### src/rtl/hid_apdu_packet_deframer_core_defines.svh
// Assertion macros for the HID APDU packet deframer.
`ifndef HID_APDU_PACKET_DEFRAMER_CORE_DEFINES_SVH
`define HID_APDU_PACKET_DEFRAMER_CORE_DEFINES_SVH
`ifndef ASSERT_OFF
`define HAPDU_ASSERT(lbl, prop) \
   lbl: assert property (@(posedge clock) disable iff (reset) prop) \
      else $error("hapdu assertion failed");
`define HAPDU_ASSERT_NEVER(lbl, cond) \
   lbl: assert property (@(posedge clock) disable iff (reset) !(cond)) \
      else $error("hapdu forbidden condition seen");
`else
`define HAPDU_ASSERT(lbl, prop)
`define HAPDU_ASSERT_NEVER(lbl, cond)
`endif
`endif

### src/rtl/hapdu_pkg.sv
// Package: constants and types for the HID APDU packet deframer.
`timescale 1ns / 1ps
`default_nettype none
package hapdu_pkg;
   localparam int PACKET_BYTES = 64;
   localparam int APDU_MAX     = 4096;
   localparam int MIN_APDU_LEN = 5;

   localparam int POS_W = $clog2(PACKET_BYTES);
   localparam int LEN_W = 13;
   localparam int OFF_W = 12;

   typedef logic [POS_W-1:0] pos_type;

   localparam pos_type POS_CHAN_HI    = POS_W'(0);
   localparam pos_type POS_CHAN_LO    = POS_W'(1);
   localparam pos_type POS_TAG        = POS_W'(2);
   localparam pos_type POS_SEQ_HI     = POS_W'(3);
   localparam pos_type POS_SEQ_LO     = POS_W'(4);
   localparam pos_type POS_LEN_HI     = POS_W'(5);
   localparam pos_type POS_LEN_LO     = POS_W'(6);
   localparam pos_type POS_DATA_CONT  = POS_W'(5);
   localparam pos_type POS_DATA_FIRST = POS_W'(7);
   localparam pos_type POS_LAST       = POS_W'(PACKET_BYTES - 1);

   localparam logic [7:0] TAG_RESET = 8'd5;

   typedef enum logic [1:0] {
      ST_MORE     = 2'd0,
      ST_COMPLETE = 2'd1,
      ST_ERROR    = 2'd2
   } frame_status_type;

   // register indexes (word address bit 2)
   localparam logic REG_APDU_TAG = 1'b0;
endpackage
`default_nettype wire

### src/rtl/hid_apdu_packet_deframer_core.sv
// Top level: HID APDU packet deframer core.
// Usage:
//  - req channel: one raw byte of the HID report stream per item, packets of
//    PACKET_BYTES bytes back to back (channel, tag, sequence, [length], data).
//  - rsp channel: one item per input byte: payload byte and its APDU offset
//    when data_valid, and on the packet's last byte packet_done with
//    frame_status (need more / complete / error) and apdu_length.
//  - csr port: APB-style, register 0 at byte address 0 is apdu_tag (reset 5).
//    Write it only while the block is idle.
// Path: a byte accepted lands in the input register; its result is then
//  registered in the result register and offered on rsp from then on.
// Throughput: one item per cycle unless rsp_stall holds. The header/session
//  update for a byte is one pass of logic between the input register and the
//  result register, with the packet position counter selecting the field.
// Reset (synchronous): clears the position counter, the session and the
//  header capture; apdu_tag returns to 5. No item is offered after reset.
// Stall: while rsp_stall holds, the result register keeps its item and one
//  more byte can sit in the input register; after that req_stall rises.
`timescale 1ns / 1ps
`default_nettype none
`include "hid_apdu_packet_deframer_core_defines.svh"
module hid_apdu_packet_deframer_core (
   input  wire logic                           clock,
   input  wire logic                           reset,
   // input channel
   input  wire logic                           req_valid,
   output logic                                req_stall,
   input  wire logic [7:0]                     req_rx_byte,
   // result channel
   output logic                                rsp_valid,
   input  wire logic                           rsp_stall,
   output logic                                rsp_data_valid,
   output logic [7:0]                          rsp_data_byte,
   output logic [hapdu_pkg::OFF_W-1:0]         rsp_payload_offset,
   output logic                                rsp_packet_done,
   output hapdu_pkg::frame_status_type         rsp_frame_status,
   output logic [hapdu_pkg::LEN_W-1:0]         rsp_apdu_length,
   // configuration port
   input  wire logic                           csr_psel,
   input  wire logic                           csr_penable,
   input  wire logic                           csr_pwrite,
   input  wire logic [2:0]                     csr_paddr,
   input  wire logic [31:0]                    csr_pwdata,
   output logic [31:0]                         csr_prdata,
   output logic                                csr_pready
);
   import hapdu_pkg::*;

   // ---------------- configuration ----------------
   logic [7:0] tag_ff, tag_in;
   logic       csr_wr;

   assign csr_pready = 1'b1;
   assign csr_wr     = csr_psel & csr_penable & csr_pwrite & csr_pready;

   always_comb begin
      tag_in = tag_ff;
      if (csr_wr && csr_paddr[2] == REG_APDU_TAG) begin
         tag_in = csr_pwdata[7:0];
      end
   end

   always_comb begin
      csr_prdata = 32'd0;
      if (csr_paddr[2] == REG_APDU_TAG) begin
         csr_prdata = {24'd0, tag_ff};
      end
   end

   always_ff @(posedge clock) begin
      if (reset) begin
         tag_ff <= TAG_RESET;
      end else begin
         tag_ff <= tag_in;
      end
   end

   // ---------------- handshake ----------------
   logic       s1_valid_ff, s1_valid_in;
   logic [7:0] s1_byte_ff, s1_byte_in;
   logic       advance;   // input register item moves into the result register
   logic       req_take;
   logic       rsp_take;

   assign rsp_take  = rsp_valid & ~rsp_stall;
   assign advance   = s1_valid_ff & (~rsp_valid | ~rsp_stall);
   assign req_stall = s1_valid_ff & ~advance;
   assign req_take  = req_valid & ~req_stall;

   always_comb begin
      s1_valid_in = s1_valid_ff;
      s1_byte_in  = s1_byte_ff;
      if (req_take) begin
         s1_valid_in = 1'b1;
         s1_byte_in  = req_rx_byte;
      end else if (advance) begin
         s1_valid_in = 1'b0;
      end
   end

   // ---------------- deframer state ----------------
   pos_type          pos_ff, pos_in;
   logic             active_ff, active_in;
   logic [15:0]      chan_ff, chan_in;
   logic [15:0]      nseq_ff, nseq_in;
   logic [LEN_W-1:0] explen_ff, explen_in;
   logic [LEN_W-1:0] copied_ff, copied_in;
   logic [15:0]      hchan_ff, hchan_in;
   logic [15:0]      hseq_ff, hseq_in;
   logic [7:0]       lenhi_ff, lenhi_in;
   logic             failed_ff, failed_in;

   // result next values
   logic             o_dvalid;
   logic [7:0]       o_dbyte;
   logic [OFF_W-1:0] o_doff;
   logic             o_done;
   frame_status_type o_status;
   logic [LEN_W-1:0] o_alen;

   logic [7:0]       b;
   logic [15:0]      len_word;
   pos_type          data_start;

   assign b        = s1_byte_ff;
   assign len_word = {lenhi_ff, b};

   always_comb begin
      pos_in     = pos_ff;
      active_in  = active_ff;
      chan_in    = chan_ff;
      nseq_in    = nseq_ff;
      explen_in  = explen_ff;
      copied_in  = copied_ff;
      hchan_in   = hchan_ff;
      hseq_in    = hseq_ff;
      lenhi_in   = lenhi_ff;
      failed_in  = failed_ff;
      o_dvalid   = 1'b0;
      o_dbyte    = 8'd0;
      o_doff     = '0;
      o_done     = 1'b0;
      o_status   = ST_MORE;
      o_alen     = '0;
      data_start = POS_DATA_CONT;

      // header fields by position in the packet
      case (pos_ff)
         POS_CHAN_HI: begin
            failed_in = 1'b0;
            hchan_in  = {b, 8'h00};
         end
         POS_CHAN_LO: begin
            hchan_in = {hchan_ff[15:8], b};
         end
         POS_TAG: begin
            if (!failed_ff && b != tag_ff) begin
               failed_in = 1'b1;
               active_in = 1'b0;
               chan_in   = '0;
               nseq_in   = '0;
               explen_in = '0;
               copied_in = '0;
            end
         end
         POS_SEQ_HI: begin
            hseq_in = {b, 8'h00};
         end
         POS_SEQ_LO: begin
            hseq_in = {hseq_ff[15:8], b};
            if (!failed_ff && hseq_in != 16'd0) begin
               if (!active_ff || hchan_ff != chan_ff || hseq_in != nseq_ff) begin
                  failed_in = 1'b1;
                  active_in = 1'b0;
                  chan_in   = '0;
                  nseq_in   = '0;
                  explen_in = '0;
                  copied_in = '0;
               end else begin
                  nseq_in = nseq_ff + 16'd1;
               end
            end
         end
         POS_LEN_HI: begin
            if (hseq_ff == 16'd0) begin
               lenhi_in = b;
            end
         end
         POS_LEN_LO: begin
            if (hseq_ff == 16'd0 && !failed_ff) begin
               // first packet: restart the session
               active_in = 1'b0;
               chan_in   = '0;
               nseq_in   = '0;
               explen_in = '0;
               copied_in = '0;
               if (len_word < 16'(MIN_APDU_LEN) || len_word > 16'(APDU_MAX)) begin
                  failed_in = 1'b1;
               end else begin
                  active_in = 1'b1;
                  chan_in   = hchan_ff;
                  nseq_in   = 16'd1;
                  explen_in = len_word[LEN_W-1:0];
               end
            end
         end
         default: ;
      endcase

      // payload bytes up to the expected length
      if (hseq_in == 16'd0) begin
         data_start = POS_DATA_FIRST;
      end
      if (pos_ff >= data_start && !failed_in && active_in && copied_in < explen_in) begin
         o_dvalid  = 1'b1;
         o_dbyte   = b;
         o_doff    = copied_in[OFF_W-1:0];
         copied_in = copied_in + LEN_W'(1);
      end

      // last byte of the packet reports the outcome
      if (pos_ff == POS_LAST) begin
         o_done = 1'b1;
         pos_in = '0;
         if (failed_in) begin
            o_status = ST_ERROR;
         end else begin
            o_status = (copied_in == explen_in) ? ST_COMPLETE : ST_MORE;
            o_alen   = copied_in;
         end
      end else begin
         pos_in = pos_ff + POS_W'(1);
      end
   end

   always_ff @(posedge clock) begin
      if (reset) begin
         s1_valid_ff <= 1'b0;
         pos_ff      <= '0;
         active_ff   <= 1'b0;
         chan_ff     <= '0;
         nseq_ff     <= '0;
         explen_ff   <= '0;
         copied_ff   <= '0;
         hchan_ff    <= '0;
         hseq_ff     <= '0;
         lenhi_ff    <= '0;
         failed_ff   <= 1'b0;
      end else begin
         s1_valid_ff <= s1_valid_in;
         if (advance) begin
            pos_ff    <= pos_in;
            active_ff <= active_in;
            chan_ff   <= chan_in;
            nseq_ff   <= nseq_in;
            explen_ff <= explen_in;
            copied_ff <= copied_in;
            hchan_ff  <= hchan_in;
            hseq_ff   <= hseq_in;
            lenhi_ff  <= lenhi_in;
            failed_ff <= failed_in;
         end
      end
   end

   always_ff @(posedge clock) begin
      s1_byte_ff <= s1_byte_in;
   end

   // ---------------- result register ----------------
   logic rsp_valid_ff, rsp_valid_in;

   always_comb begin
      rsp_valid_in = rsp_valid_ff;
      if (advance) begin
         rsp_valid_in = 1'b1;
      end else if (rsp_take) begin
         rsp_valid_in = 1'b0;
      end
   end

   always_ff @(posedge clock) begin
      if (reset) begin
         rsp_valid_ff <= 1'b0;
      end else begin
         rsp_valid_ff <= rsp_valid_in;
      end
   end

   always_ff @(posedge clock) begin
      if (advance) begin
         rsp_data_valid     <= o_dvalid;
         rsp_data_byte      <= o_dbyte;
         rsp_payload_offset <= o_doff;
         rsp_packet_done    <= o_done;
         rsp_frame_status   <= o_status;
         rsp_apdu_length    <= o_alen;
      end
   end

   assign rsp_valid = rsp_valid_ff;

   // ---------------- assertions ----------------
   `HAPDU_ASSERT_NEVER(a_copied_le_expected, copied_ff > explen_ff)
   `HAPDU_ASSERT(a_idle_session_empty, !active_ff |-> (explen_ff == '0 && copied_ff == '0))
   `HAPDU_ASSERT_NEVER(a_pos_in_range, pos_ff > POS_LAST)
   `HAPDU_ASSERT_NEVER(a_no_data_on_error, rsp_valid && rsp_data_valid && rsp_packet_done && rsp_frame_status == ST_ERROR)
endmodule
`default_nettype wire

### config.mk
export PLATFORM = sky130hd
export DESIGN_NAME = hid_apdu_packet_deframer_core
export DESIGN_NICKNAME = d
export VERILOG_FILES = /design/src/rtl/hapdu_pkg.sv /design/src/rtl/hid_apdu_packet_deframer_core.sv
export VERILOG_INCLUDE_DIRS = /design/src /design/src/rtl
export SDC_FILE = /design/constraint.sdc
export NUM_CORES = 1
export LEC_CHECK = 0
export ABC_AREA = 1
export BUFFER_PORTS_ARGS = -buffer_cell sky130_fd_sc_hd__buf_2
export CORE_ASPECT_RATIO = 0.75
export CORE_UTILIZATION = 55
export CTS_CLUSTER_SIZE = 12
export DETAILED_ROUTE_END_ITERATION = 16
export PLACE_DENSITY = 0.86
export SYNTH_ARGS = -nofsm -noshare
export SYNTH_HDL_FRONTEND = slang
export SYNTH_SLANG_ARGS = --single-unit
### constraint.sdc
create_clock -name clock -period 9.25 [get_ports clock]
set_input_delay 0.925 -clock clock [delete_from_list [all_inputs] [get_ports clock]]
set_output_delay 0.925 -clock clock [all_outputs]
set_load 0.01 [all_outputs]
## After elaboration in Yosys (flattened, before gate mapping)

Index checks and enable logic that the tools add are counted.
Widths: inputs -> output; s select.

- Flip-flop bits (word level): 161
- Output and inout bits: 72
- Word-level logic and storage cells: 133
- Input port bits: 50

- Bitwise operators: 14
- Equal/unequal tests: 15
- Reduce and logical (&&, ||, !) cells: 27
- Order comparisons: 4
- Add/sub/neg operators: 3
- Multiplexer cells: 48

Operator list:

| cell | number |
|---|---|
| $mux 13 | 10 |
| $mux 16 | 8 |
| $pmux 16 s3 | 2 |
| $pmux 13 s3 | 2 |
| $pmux 16 s2 | 2 |
| $logic_not 16->1 | 2 |
| $ne 16x16->1 | 2 |
| $eq 6x3->1 const B | 3 |
| $mux 1 | 18 |
| $add 16x1->16 const B | 1 |
| $gt 16x13->1 const B | 1 |
| $lt 16x3->1 const B | 1 |
| $reduce_bool 16->1 | 1 |
| $add 13x1->13 const B | 1 |
| $eq 13x13->1 | 1 |
| $lt 13x13->1 | 1 |
| $eq 6x2->1 const B | 2 |
| $mux 8 | 1 |
| $ne 2x2->1 const B | 4 |
| $ne 8x8->1 | 1 |
| $logic_and 1x1->1 | 7 |
| $not 1->1 | 7 |
| $add 6x1->6 const B | 1 |
| $and 1x1->1 | 6 |
| other kinds (18) | 26 |

## Depth between registers and ports, before layout

- Word-level depth: 14
- Mapped depth: 33
- Depth with buffers taken out: 31

## Worst setup path before layout

No wires, ideal clock.

- Path kind: register to register
- Start: register s1_byte_ff[7], in the netlist b[7]
- End: register rsp_frame_status[0], data pin
- Data arrival time: 3.442 ns
- Setup time: 0.251 ns
- Slack: 5.557 ns
- Data required time: 8.999 ns
- Buffers on the path: 4
- Stages on the path, launching flop included: 26
- Clock period less this slack: 3.693 ns
- Path through: edfxtp_1 buf_4 nor2_1 nand3_1 nor3_2 nand2_1 nand2_1 nand2_1 nand3_4 buf_6 inv_1 clkbuf_1 o22ai_1 inv_1 ha_1 a21oi_1 o221ai_1 nor3_2 buf_2 nand4_1 nand2_1 nand2_1 nand3_1 nor2_1 nand3_1 nor2_1

- Cells in the longest elaborated chain, start to end: 12
- Elaborated cells on any way between the ends: 45
- Classes of those cells: add/sub: 1; order compare: 4; eq/ne: 3; mux: 26; reduce/logical: 11

Ends and longest elaborated chain:

| item | RTL line | text |
|---|---|---|
| start: declaration | hid_apdu_packet_deframer_core.sv:80 | `logic [7:0] s1_byte_ff, s1_byte_in;` |
| start signal: assignment | hid_apdu_packet_deframer_core.sv:267 | `s1_byte_ff <= s1_byte_in;` |
| parallel branches: the longest is 12 deep, another holds $lt 16x3->1 | -- |  |
| end signal: assignment | hid_apdu_packet_deframer_core.sv:296 | `rsp_frame_status <= o_status;` |
| end: declaration | hid_apdu_packet_deframer_core.sv:36 | `output hapdu_pkg::frame_status_type rsp_frame_status,` |

Several ways; the timed one is not identified.
A chain may end at the register's enable or synchronous reset.

## Final worst setup path

- Start: register s1_byte_ff[3], in the netlist b[3]
- End: register rsp_frame_status[0], data pin

Same word-level chain as after synthesis.

==> results.md <==
- Endpoint type of the worst setup path: flop
- Max-Slew Margin vs Limit: 0.259
- Final std cells w/o fill: about 1500
- Most used cells in the layout excluding fill and tap cells: nand2_1 (275), inv_1 (177), nor2_1 (119)
- CP Launch Point: b[3]
- Synth warn: 0
- Post-cts resize count: 0
- Outcome: complete, no violations
- Switching share of power: 0.267
- Area leader, netlist: dfxtp_1
- R2R setup slack: around 3400 ps
- Initial Util: 0.575
- Diodes inserted: 0
- Count of nets left with antenna violations after detail routing: 0
- Number of ports placed on the die boundary: between 100 and 150
- Input/output buffers: 70
- Post-synthesis area per instance: just over 7 µm²
- Actual slew at the worst max-slew pin: between 1000 and 1500 ps
- Number of setup buffers added after CTS: 0
- Cell area after synthesis: 0.00892 mm²
- Met2 layer usage reported by global route: 0.389
- # H-tree levels: 4
- Layout overhead on the synthesized area: 11.0%
- Data arrival time of the critical path: around 6000 ps
- Most common library cell in the layout ignoring fill and taps: nand2_1
- Worst path required time: between 9000 and 10000 ps
- Endpoint of the worst register-to-register path: rsp_frame_status[0]
- Setup clock skew after layout: between 8 and 9 ps
- Total Neg Setup Slack: 0 ps
- Number of placed cells counting well taps: 1486
- Overall fraction of global-route tracks in use: 0.283
- Master cell of the clock root buffer: clkbuf_16
- Number of DRC violations after detailed-routing iteration 0: approximately 970
- Switch Pwr: roughly 460 µW
- DRC errors left: 0
- Count of hold-fix buffers inserted at cts: 0
- Maximum operating frequency: between 0.15 and 0.2 GHz
- Dominant combinational cell family by area after synthesis: simple AND/OR/NAND/NOR gates
- Part of the cycle the worst path needs: 0.631
- Global-route wire length before repair: approximately 37 mm
- Max VDD drop: roughly 150 µV
- Tmin final: about 5800 ps
- Clock-pin transition on the worst setup and hold timing paths: 60 ps
- Beginning of the worst hold path: chan_ff[0]
- Layer with the highest usage: met1
- Pwr dens: about 180 mW/mm²
- Clk buf depth: 2
- Maximum number of pins on one net before global-route repair: 75
- Combinational fraction of design power: 0.124
- Latest clock arrival within the worst-skew pair: 440 ps
- Worst-case setup margin in the final layout: roughly 3400 ps
- TritonCTS clock tree: done
- Logic depth of the worst register-to-register path: 26
- Start-to-end type of the worst setup path: reg -> reg
- End point of the most critical hold path: chan_ff[0]
- Post-synthesis mux area share: 0
- Placed wire-length estimate: around 16 mm
- Most used DFF post-synth: dfxtp_1
- Drt total wl: between 20 and 25 mm
- Detailed-route wire length per cell: 15.1 µm
- Setup repair after global routing missed its margin: no
- Overall die height: ~110 µm
- Hold/Removal Path Class: reg -> reg
- Crit-path max FO: 35
- Routability cong.: approximately 0.97
- Share of the synthesized area in the top cell type: 0.260
- Vias in the first global route: 7427
- Total internal power: approximately 1.3 mW
- Parity-gate share of the synthesized area counting xor and xnor cells: 0.0246
- Cell depth of the worst min-delay path: 2
- Total core area: 0.0155 mm²
- Met1 Usage GRT: 0.417
- Total Die Area: approximately 0.017 mm²
- Share of total power in the clock network: 0.432
- Met3 Usage GRT: 0.0927
- Final Hold Violating Endpoints: 0
- Proportion of layout cells with a drive suffix above 1: 0.111
- Die boundary width: about 150 µm
- Number of synthesized flops with an enable pin: 45
- Portion of total power attributed to sequential cells: 0.445
- Synth Area in Simple Gates: 0.274
- Number of flip-flops and latches in the synthesized netlist: roughly 160
- MaxCap Viol Count: 0
- Count of mapped cells out of synthesis: around 1300
- First drt pass iteration count: 6
- Worst Setup Start Kind: flop
- Complex-gate fraction of the synthesized area: 0.139
- Vias post-DR: 8500
- Clock sink total: around 160
- Vias per Instance: 5.60
- Num CTS Buffers: 17
- PnR Total Power: ~1.7 mW
- Overall overflow remaining after global route: 0
- Post-layout net count: 1367
- Distinct cells, synth: 47
- Antenna violations before repair: 0
- Number of core rows: 39
- Final slew viol count: 0
- Proportion of synthesized flip-flops having asynchronous set or reset: 0
- Worst slack at placement: 3760 ps
- Post-synthesis sequential area ratio: 0.412
- R2r startpoint: b[3]
- Pleak: ~4.5 nW
- Adder and majority cell fraction of the synthesized area: 0.0238
- Total setup violations reported at the end of the flow: 0
- Top cells by area in the synthesized netlist: dfxtp_1 (26%), edfxtp_1 (15%), nand2_1 (12%)
sequential cells by signal (all words and copies together) (netlist names), 12 cells and up:
name and count:
rsp_payload_offset 12, hchan_ff 16, chan_ff 16, nseq_ff 16
copied_ff 13, explen_ff 13, hseq_ff 16, rsp_apdu_length 13
worst max-delay path: stages (launching register included):
cell and delay, ps:
edfxtp_1 640, inv_2 230, nand2_2 110, nand2_1 50, nor2_1 190, nand2_1 90
nor2_1 100, nand2_1 110, nor2_4 130, nand3_4 140, nand3_4 320, inv_1 290
o22ai_1 300, inv_1 100, ha_1 310, a21oi_1 210, o221ai_1 160, nor3_2 720
nand3_4 490, inv_2 300, nand2_1 100, nand2_1 110, nand2_1 70, nand2_1 100
nor2_1 70, nand3_1 60, nor2_1 40
logic make-up after synthesis:
| family | count (synthesis) |
|---|---|
| AO/OA/AOI/OAI | 231 |
| XOR/XNOR | 25 |
| adder cells (fa/ha/maj) | 17 |
| buffers and inverters | 263 |
| flip-flops | 161 |
| other | 2 |
| AND/OR/NAND/NOR | 552 |
cell usage after synthesis (2+ instances only):
cell type and n:
a211oi_1 2, a21boi_1 2, a21oi_1 107, a221oi_1 3, and3_1 3, buf_1 2
buf_2 6, buf_4 28, buf_6 3, clkbuf_1 30, clkinv_1 3, conb_1 2
dfxtp_1 116, edfxtp_1 45, ha_1 17, inv_1 177, inv_2 14, nand2_1 275
nand2_2 7, nand3_1 66, nand3_4 3, nand3b_1 2, nand4_1 31, nor2_1 120
nor2_2 3, nor2_4 3, nor3_1 16, nor3_2 2, nor3b_1 4, nor4_1 12
o211ai_1 6, o21ai_0 85, o21ai_1 2, o22ai_1 17, or2_2 2, xnor2_1 11
xor2_1 14
power groups by stage:
stage	clock (mW)	sequential (mW)	combinational [mW]
floorplan	0	0.781	0.162
global placement	0	0.786	0.201
detailed placement	0	0.787	0.206
CTS	0.755	0.772	0.209
global route	0.788	0.775	0.239
finish	0.750	0.773	0.215
cell type report:
class                      instances  area (µm²)
sequential                       161        3670
fill                            1336        5620
timing repair buffer              76         395
inverter                         194         728
clock inverter                    14         185
multi-input combinational        850        4220
tap                              205         256
clock buffer                      18         439
worst max-delay path by stage:
stage                                to  cells past startpoint  slack [ps]
global route        rsp_frame_status[0]                     26        3140
floorplan           rsp_frame_status[0]                     25        5560
finish              rsp_frame_status[0]                     26        3420
detailed placement  rsp_frame_status[0]                     26        3760
global placement    rsp_frame_status[0]                     26        3830
CTS                 rsp_frame_status[0]                     26        3620
layer usage:
layer | part of all wire | up-vias | wire length, µm
li1 | - | 4130 | -
met5 | 0 | - | 0
met3 | 0.13 | 40 | 2880
met2 | 0.41 | 501 | 9400
met1 | 0.45 | 3829 | 10300
met4 | 0.015 | 0 | 351
stage by stage:
| stage | hold WS (ps) | util | instance area (µm²) |
|---|---|---|---|
| global route | 496 | 0.638 | 9900 |
| global placement | 452 | 0.598 | 9280 |
| finish | 475 | 0.638 | 9900 |
| detailed placement | 465 | 0.598 | 9280 |
| CTS | 475 | 0.638 | 9900 |
| floorplan | 445 | - | 9000 |
(Power assumes the default switching activity.)
